===== config.mk =====
export PLATFORM = sky130hd
export DESIGN_NAME = ascii_to_shift_code_encoder
export DESIGN_NICKNAME = d
export VERILOG_FILES = /design/src/atsc_pkg.sv /design/src/atsc_decode.sv /design/src/ascii_to_shift_code_encoder.sv
export VERILOG_INCLUDE_DIRS = /design/src /design/src/src
export SDC_FILE = /design/constraint.sdc
export NUM_CORES = 1
export LEC_CHECK = 0
export BUFFER_PORTS_ARGS = -buffer_cell sky130_fd_sc_hd__buf_4
export CORE_MARGIN = 2
export CORE_UTILIZATION = 25
export CTS_CLUSTER_DIAMETER = 100
export DETAILED_ROUTE_END_ITERATION = 6
export PLACE_DENSITY = 0.49
export SYNTH_ARGS = -nofsm -noshare
export SYNTH_HDL_FRONTEND = slang
export SYNTH_SLANG_ARGS = --single-unit

===== constraint.sdc =====
create_clock -name clock -period 5.11 [get_ports clock]
set_input_delay 0.2555 -clock clock [delete_from_list [all_inputs] [get_ports clock]]
set_output_delay 0.2555 -clock clock [all_outputs]
set_load 0.02 [all_outputs]

===== src/ascii_to_shift_code_encoder_defines.svh =====
// Assertion macros shared by the encoder RTL.
`ifndef ASCII_TO_SHIFT_CODE_ENCODER_DEFINES_SVH
`define ASCII_TO_SHIFT_CODE_ENCODER_DEFINES_SVH

`ifndef SYNTHESIS
// Check a condition at every clock edge outside reset.
`define ATSC_ASSERT_ALWAYS(lbl, expr) \
   lbl: assert property (@(posedge clock) disable iff (reset) (expr)) \
      else $error("atsc: check failed");
// Check that a condition implies another in the next cycle.
`define ATSC_ASSERT_NEXT(lbl, ante, cons) \
   lbl: assert property (@(posedge clock) disable iff (reset) (ante) |=> (cons)) \
      else $error("atsc: check failed");
`else
`define ATSC_ASSERT_ALWAYS(lbl, expr)
`define ATSC_ASSERT_NEXT(lbl, ante, cons)
`endif

`endif


===== src/atsc_pkg.sv =====
// Types, constants and the key table of the shift code encoder.
package atsc_pkg;

   localparam logic [6:0] KEY_RUBOUT     = 7'o177;
   localparam logic [6:0] KEY_BACKSPACE  = 7'o010;
   localparam logic [5:0] SHIFT_TO_UPPER = 6'o74;
   localparam logic [5:0] SHIFT_TO_LOWER = 6'o72;
   localparam int unsigned FLAG_UPPER_BIT = 6;
   localparam int unsigned FLAG_BOTH_BIT  = 7;

   // Entry: bit 7 both cases, bit 6 upper case, bits 5:0 character code.
   localparam logic [7:0] KEY_TABLE [128] = '{
      8'o000, 8'o000, 8'o000, 8'o000, 8'o000, 8'o000, 8'o000, 8'o000,
      8'o275, 8'o236, 8'o000, 8'o000, 8'o000, 8'o277, 8'o000, 8'o000,
      8'o000, 8'o000, 8'o000, 8'o000, 8'o000, 8'o000, 8'o000, 8'o000,
      8'o000, 8'o000, 8'o000, 8'o000, 8'o000, 8'o000, 8'o000, 8'o000,
      8'o200, 8'o105, 8'o101, 8'o104, 8'o000, 8'o000, 8'o106, 8'o102,
      8'o057, 8'o055, 8'o173, 8'o154, 8'o033, 8'o054, 8'o073, 8'o021,
      8'o020, 8'o001, 8'o002, 8'o003, 8'o004, 8'o005, 8'o006, 8'o007,
      8'o010, 8'o011, 8'o000, 8'o000, 8'o107, 8'o133, 8'o110, 8'o121,
      8'o040, 8'o161, 8'o162, 8'o163, 8'o164, 8'o165, 8'o166, 8'o167,
      8'o170, 8'o171, 8'o141, 8'o142, 8'o143, 8'o144, 8'o145, 8'o146,
      8'o147, 8'o150, 8'o151, 8'o122, 8'o123, 8'o124, 8'o125, 8'o126,
      8'o127, 8'o130, 8'o131, 8'o157, 8'o056, 8'o155, 8'o111, 8'o140,
      8'o120, 8'o061, 8'o062, 8'o063, 8'o064, 8'o065, 8'o066, 8'o067,
      8'o070, 8'o071, 8'o041, 8'o042, 8'o043, 8'o044, 8'o045, 8'o046,
      8'o047, 8'o050, 8'o051, 8'o022, 8'o023, 8'o024, 8'o025, 8'o026,
      8'o027, 8'o030, 8'o031, 8'o000, 8'o156, 8'o000, 8'o103, 8'o275
   };

   typedef struct packed {
      logic       hit;         // key translates to at least one item
      logic       swap;        // key needs a case shift first
      logic       want_upper;  // case the key belongs to
      logic [5:0] char_code;
      logic [5:0] shift_code;
   } atsc_dec_type;

endpackage


===== src/atsc_decode.sv =====
// Key decode: mask, rubout mapping, table lookup and case decision.
module atsc_decode
   import atsc_pkg::*;
(
   input  logic [7:0]   key_byte,
   input  logic         upper_mode,
   output atsc_dec_type dec
);

   logic [6:0] key;
   logic [7:0] entry;

   always_comb begin
      key = key_byte[6:0];
      if (key == KEY_RUBOUT) begin
         key = KEY_BACKSPACE;
      end
      entry = KEY_TABLE[key];
      dec.hit        = (entry != 8'd0);
      dec.want_upper = entry[FLAG_UPPER_BIT];
      dec.swap       = dec.hit && !entry[FLAG_BOTH_BIT]
                       && (entry[FLAG_UPPER_BIT] != upper_mode);
      dec.char_code  = entry[5:0];
      dec.shift_code = entry[FLAG_UPPER_BIT] ? SHIFT_TO_UPPER : SHIFT_TO_LOWER;
   end

endmodule


===== src/ascii_to_shift_code_encoder.sv =====
// Top level of the keyboard byte to six-bit case shift code encoder.
//
// Each accepted key byte is held in an input register, decoded in one pass
// (bit 7 dropped, rubout turned into backspace, 128-entry table lookup) and
// written to the result register. A key of either case, or of the current
// case, gives one item with last set; a key of the other case gives the shift
// code (074 upper, 072 lower, is_shift set) and then the character, and the
// block takes on the new case. Untranslatable keys give nothing. Items leave
// through the single result register; the character behind a shift code
// waits in a one-entry pending slot. A new key is taken in the same cycle
// as the held key advances, so keys flow at one per cycle without shifts
// while rsp_ready holds high. Reset puts the block in lower case.
module ascii_to_shift_code_encoder
   import atsc_pkg::*;
(
   input  logic       clock,
   input  logic       reset,
   input  logic       req_valid,
   output logic       req_ready,
   input  logic [7:0] req_key_byte,
   output logic       rsp_valid,
   input  logic       rsp_ready,
   output logic [5:0] rsp_tape_code,
   output logic       rsp_is_shift,
   output logic       rsp_last
);

`include "ascii_to_shift_code_encoder_defines.svh"

   // Input register.
   logic       in_valid_ff, in_valid_in;
   logic [7:0] key_ff, key_in;
   // Current case.
   logic       upper_ff, upper_in;
   // Result register.
   logic       out_valid_ff, out_valid_in;
   logic [5:0] out_code_ff, out_code_in;
   logic       out_shift_ff, out_shift_in;
   logic       out_last_ff, out_last_in;
   // Pending character behind a shift code.
   logic       pend_valid_ff, pend_valid_in;
   logic [5:0] pend_code_ff, pend_code_in;

   atsc_dec_type dec;
   logic         out_free;
   logic         in_adv;

   atsc_decode u_decode (
      .key_byte   (key_ff),
      .upper_mode (upper_ff),
      .dec        (dec)
   );

   // The result register frees up when empty or when its item is taken.
   assign out_free = !out_valid_ff || rsp_ready;
   // Drop untranslatable keys at once; advance others only with no pending item.
   assign in_adv    = in_valid_ff && (!dec.hit || (out_free && !pend_valid_ff));
   assign req_ready = !in_valid_ff || in_adv;

   always_comb begin
      in_valid_in   = in_valid_ff;
      key_in        = key_ff;
      upper_in      = upper_ff;
      out_valid_in  = out_valid_ff;
      out_code_in   = out_code_ff;
      out_shift_in  = out_shift_ff;
      out_last_in   = out_last_ff;
      pend_valid_in = pend_valid_ff;
      pend_code_in  = pend_code_ff;

      if (out_valid_ff && rsp_ready) begin
         out_valid_in = 1'b0;
      end

      if (pend_valid_ff && out_free) begin
         // Move the pending character up behind its shift code.
         out_valid_in  = 1'b1;
         out_code_in   = pend_code_ff;
         out_shift_in  = 1'b0;
         out_last_in   = 1'b1;
         pend_valid_in = 1'b0;
      end else if (in_adv && dec.hit) begin
         out_valid_in = 1'b1;
         if (dec.swap) begin
            out_code_in   = dec.shift_code;
            out_shift_in  = 1'b1;
            out_last_in   = 1'b0;
            pend_valid_in = 1'b1;
            pend_code_in  = dec.char_code;
            upper_in      = dec.want_upper;
         end else begin
            out_code_in  = dec.char_code;
            out_shift_in = 1'b0;
            out_last_in  = 1'b1;
         end
      end

      if (in_adv) begin
         in_valid_in = 1'b0;
      end
      if (req_valid && req_ready) begin
         in_valid_in = 1'b1;
         key_in      = req_key_byte;
      end
   end

   always_ff @(posedge clock) begin
      if (reset) begin
         in_valid_ff   <= 1'b0;
         upper_ff      <= 1'b0;
         out_valid_ff  <= 1'b0;
         pend_valid_ff <= 1'b0;
      end else begin
         in_valid_ff   <= in_valid_in;
         upper_ff      <= upper_in;
         out_valid_ff  <= out_valid_in;
         pend_valid_ff <= pend_valid_in;
      end
      key_ff       <= key_in;
      out_code_ff  <= out_code_in;
      out_shift_ff <= out_shift_in;
      out_last_ff  <= out_last_in;
      pend_code_ff <= pend_code_in;
   end

   assign rsp_valid     = out_valid_ff;
   assign rsp_tape_code = out_code_ff;
   assign rsp_is_shift  = out_shift_ff;
   assign rsp_last      = out_last_ff;

   // A pending character only sits behind a shift code in the result register.
   `ATSC_ASSERT_ALWAYS(a_pend_behind_shift,
      !pend_valid_ff || (out_valid_ff && out_shift_ff))
   // A shift code is never the last item and is one of the two shift codes.
   `ATSC_ASSERT_ALWAYS(a_shift_form, !(out_valid_ff && out_shift_ff)
      || (!out_last_ff && (out_code_ff == SHIFT_TO_UPPER || out_code_ff == SHIFT_TO_LOWER)))
   // A taken shift code is followed at once by its character.
   `ATSC_ASSERT_NEXT(a_char_follows, out_valid_ff && out_shift_ff && rsp_ready,
      out_valid_ff && !out_shift_ff && out_last_ff)
   // The case changes only when a key with a case shift advances.
   `ATSC_ASSERT_NEXT(a_case_hold, !(in_adv && dec.swap), $stable(upper_ff))

endmodule

=== After elaboration in Yosys (flattened, before gate mapping) ===
Memories as Yosys holds them, arrays and structs flattened.
Cells that the tools add are included.

* Bits in registers: 25
* Bits in read-only memories: 1024
* Input port bits: 12
* Word-level logic and storage cells: 52
* Memories: 1

{| class="wikitable"
|+ Memory list
! memory !! depth !! bits a word !! rd ports !! clocked after Yosys merged registers in !! write ports !! RTL line !! source
|-
| (no name shown) || 128 || 8 || 1 || 0 || 0 || atsc_decode.sv:18 || <nowiki>entry = KEY_TABLE[key];</nowiki>
|}

* Magnitude comparators: 1
* Equal/unequal tests: 2
* Multiplexer cells: 14
* Bitwise gates (word level): 2
* Reduce and logical (&&, ||, !) cells: 23

{| class="wikitable"
|+ Operator list
! operator !! count
|-
| $mux 6 || 3
|-
| $mux 8 || 2
|-
| $ge 8x8->1 const B || 1
|-
| $logic_and 1x1->1 || 8
|-
| $not 7->8 || 1
|-
| $reduce_bool 8->1 || 1
|-
| $eq 7x7->1 const B || 1
|-
| $mux 1 || 7
|-
| $mux 7 || 1
|-
| $logic_not 1->1 || 5
|-
| $reduce_bool 2->1 || 2
|-
| $logic_or 1x1->1 || 3
|-
| $mux 3 || 1
|-
| $reduce_and 3->1 || 1
|-
| $reduce_bool 3->1 || 1
|-
| $reduce_and 2->1 || 1
|-
| $reduce_or 2->1 || 1
|-
| $ne 1x1->1 || 1
|-
| $not 1->1 || 1
|}

=== Logic depth before layout (Yosys ltp) ===
* Depth after elaboration: 13
* Mapped depth: 14
* Depth with buffers taken out: 11

=== By module ===
Synthesis repeated with hierarchy kept, for this count alone.

* Cell total of the unflattened synthesis: 251
* Area, all modules: 2155.8 sq um

{| class="wikitable"
|+ Modules (own cells, without submodules)
! module !! instances !! cells an instance !! area each (sq um) !! sequential area each (sq um)
|-
| atsc_decode || 1 || 182 || 1161.1 || 0.0
|-
| ascii_to_shift_code_encoder || 1 || 69 || 994.7 || 720.7
|}

=== Worst setup path after synthesis ===
Ideal clock, no wire load.

* Kind: register to register
* From: register key_ff[0]
* To: register key_ff[0] (enable)
* Library setup time: 326 ps
* Arrival time: 3077 ps
* Data required time: 4784 ps
* Slack: 1707 ps
* Stages on the path, launching flop included: 13
* Period minus slack after synthesis: 3403 ps
* Path through: edfxtp_1 -> buf_2 -> buf_2 -> inv_1 -> ha_1 -> clkbuf_1 -> a221oi_1 -> o311ai_0 -> o211ai_1 -> nor4_4 -> a31oi_4 -> o21ai_1 -> and2_1

{| class="wikitable"
|+ RTL lines
! element !! RTL line !! source
|-
| from (decl) || ascii_to_shift_code_encoder.sv:32 || <nowiki>logic [7:0] key_ff, key_in;</nowiki>
|-
| from (signal assigned) || ascii_to_shift_code_encoder.sv:119 || <nowiki>key_ff <= key_in;</nowiki>
|}

==> flow_summary.ini <==
[run_status]
status = finished clean

[synth]
avgSynthCellArea_um2 = 8.46
ys_top_cells_by_count = 26 x a21oi_1, 19 x edfxtp_1, 17 x nor2_1
synth_nets = 272
yosysUniqueCellTypes = 69
synthTopCellsByArea = edfxtp_1 26%, a21oi_1 6.0%, dfxtp_1 5.6%
dominantRegCellSynth = edfxtp_1
syn_inst = 255
synth_seq_cells = 25
mappedNetlistArea_um2 = 2160
synth-edff-count = 19
synth_most_common_cell = a21oi_1
synth-async-reset-ratio = 0
yosysTopAreaCell = edfxtp_1
ys_warn_count = 0
ys_seq_area_frac = 0.320
synth_top_area_share = 0.264

[global_route]
grt_pass1_vias = 1800
antenna_found_initial = 0
grt_max_degree = 32
grt_pass1_wl_mm = 9.18
grt_use_total = 0.117
overflow = 0

[floorplan]
die-area_um2 = 9390
die_y_um = 96.9
die_w_um = 96.9
row_count = 33
core_um2 = 8300
start_util = 0.260
io_pins = 22

[worst_hold_path]
hold_path_depth = 1
hp-start = req_key_byte[2]
min_to = key_ff[2]
holdCritPathClass = in2reg

[final_layout]
antenna_cells = 0
final_util = 0.287
synthToLayoutAreaGrowth_pct = 10.4
drive_above_1_share = 0.169
finalNonFillerCells = 366
fin_nets = 279

[worst_setup_path]
cp-end-kind = output pin
r2r_end = key_ff[1]
cp-start-kind = flop
ff2ff_setup_slack_ps = 1230
cp_data_arrival_time_ps = 3630
rr_worst_depth = 10
worstPathRequired_ps = 4850
r2r_start = key_ff[0]
path_max_fanout = 12
worstSetupPathType = reg2out

[timing]
fin_crit_sh = 0.761
finalSetupTns_ps = 0
finalHoldViolations = 0
post-route-min-period_ps = 3890
drv_slew = 0
fmax_ghz = 0.257
slew_headroom = 0.395
setup_viol = 0
rsz0062_at_grt = false
skew_ps = 3.18
worst_pin_slew_ps = 908

[route]
dr.pass1.iters = 5
highest_layer = met4
drc = 0
met3_length_um = 409
wl_met1_mm = 2.46
vias = 2014
vias_per_cell = 5.50
routed_wl_mm = 5.62
wl_per_cell_um = 15.4
drtIter0Drc = 134
wl_met2_mm = 2.63
ant_nets = 0

[power_and_ir_drop]
p_per_area_nw_per_um2 = 234
p_leak_uw = 0.000840
vdd_drop_max_mv = 0.0971

[cts]
cts_tree = built
postCtsSetupBuffers = 0
clockBufferDepth = 2
cts_hold_buf = 0
cts_max_level = 1
clockRootBuffer = clkbuf_8
ctsResizeCount = 0
cts_sinks = 25
numCtsBuffers = 3
clk_latency_ps = 280
clk_pin_slew_ps = 90

[run]
maxCapViolCount = 0

[placed_design]
io_buffers = 20
dp_hpwl_mm = 4.08
dp.cells = 362
place.gp.congestion = 0.882
==> worst max-delay path by stage <==
stage	start	endpoint	slack [ps]	cells after the start
finish	key_ff[0]	req_ready	1220	10
global route	key_ff[0]	key_ff[4]	1050	10
CTS	key_ff[0]	req_ready	1290	10
detailed placement	key_ff[0]	key_ff[1]	1310	10
global placement	key_ff[0]	key_ff[1]	1260	10
floorplan	key_ff[0]	key_ff[0]	1710	12
==> per-stage QoR <==
step                worst slack, ps  power [uW]  hold WS, ps  instance area, um^2
detailed placement             1310         437          435                 2330
CTS                            1290         565          136                 2380
global route                   1050         591          130                 2380
global placement               1260         439          434                 2330
floorplan                      1710         389          325                 2160
finish                         1220         558          148                 2380
==> critical path, cell delays in order (launching register included) <==
cell       delay, ps
edfxtp_1         630
inv_1            250
ha_1             580
and2_1           280
o32ai_1          110
a2111oi_0        540
a311oi_2         160
nor4_4           250
a31oi_4          180
o21ai_1          190
buf_4            190
==> cell usage in the layout (no fill, tap or decap), drive strengths merged, types with 2 or more instances in the layout <==
cell / synthesis / routed
and3: 2 / 2
buf: 19 / 24
nand2b: 6 / 6
o22ai: 2 / 2
nor2b: 5 / 5
and2: 4 / 4
ha: 5 / 5
edfxtp: 19 / 19
o221ai: 3 / 3
and4: 2 / 2
nand4: 5 / 5
nor4: 6 / 6
nor3b: 3 / 3
a221o: 3 / 3
nand3: 14 / 14
a2111oi: 3 / 3
or3: 4 / 4
mux2: 2 / 2
or2: 2 / 2
a311oi: 3 / 3
a31oi: 5 / 5
nor2: 17 / 17
inv: 16 / 16
a211oi: 2 / 2
o21ai: 17 / 17
a21boi: 2 / 2
o211ai: 6 / 6
dfxtp: 6 / 6
clkbuf: 3 / 3
nor3: 7 / 7
a211o: 3 / 3
nand2: 13 / 13
a21oi: 26 / 26
==> flip-flops by register name, indices dropped and copies added (netlist names) <==
name           count
key_ff             7
pend_code_ff       6
rsp_tape_code      6
in_valid_ff        1
pend_valid_ff      1
rsp_is_shift       1
rsp_last           1
rsp_valid          1
upper_ff           1
==> per-layer routing <==
layer  up-vias  track usage
li1        989            -
met1       923        0.157
met2        89        0.188
met3        13       0.0246
met4         0       0.0347
met5         -            0
==> cell type report <==
cell class | instances | area (um^2)
fillers | 890 | 5920
inverters | 17 | 63.8
clock buffers | 3 | 41.3
multi-input cells | 191 | 1270
clock inverters | 1 | 7.51
repair buffers | 24 | 180
flip-flops and latches | 25 | 691
well taps | 105 | 131
==> cell families (layout without fill, tap and decap cells) <==
group / count (synthesis) / in the layout / synth area share
AND/OR/NAND/NOR: 95 / 95 / 0.257
AO/OA/AOI/OAI: 87 / 87 / 0.282
buffers and inverters: 39 / 45 / 0.0927
flip-flops: 25 / 25 / 0.320
adder cells (fa/ha/maj): 5 / 5 / 0.0290
multiplexers: 3 / 3 / 0.0151
XOR/XNOR: 1 / 1 / 0.00406
==> report_power, final <==
group	internal [uW]	leakage [uW]	switching (uW)
Combinational	68.6	0.000588	99.4
Clock	55.4	0.0000217	68.3
Sequential	242	0.000230	23.7
Power figures use the tool's default switching activity.
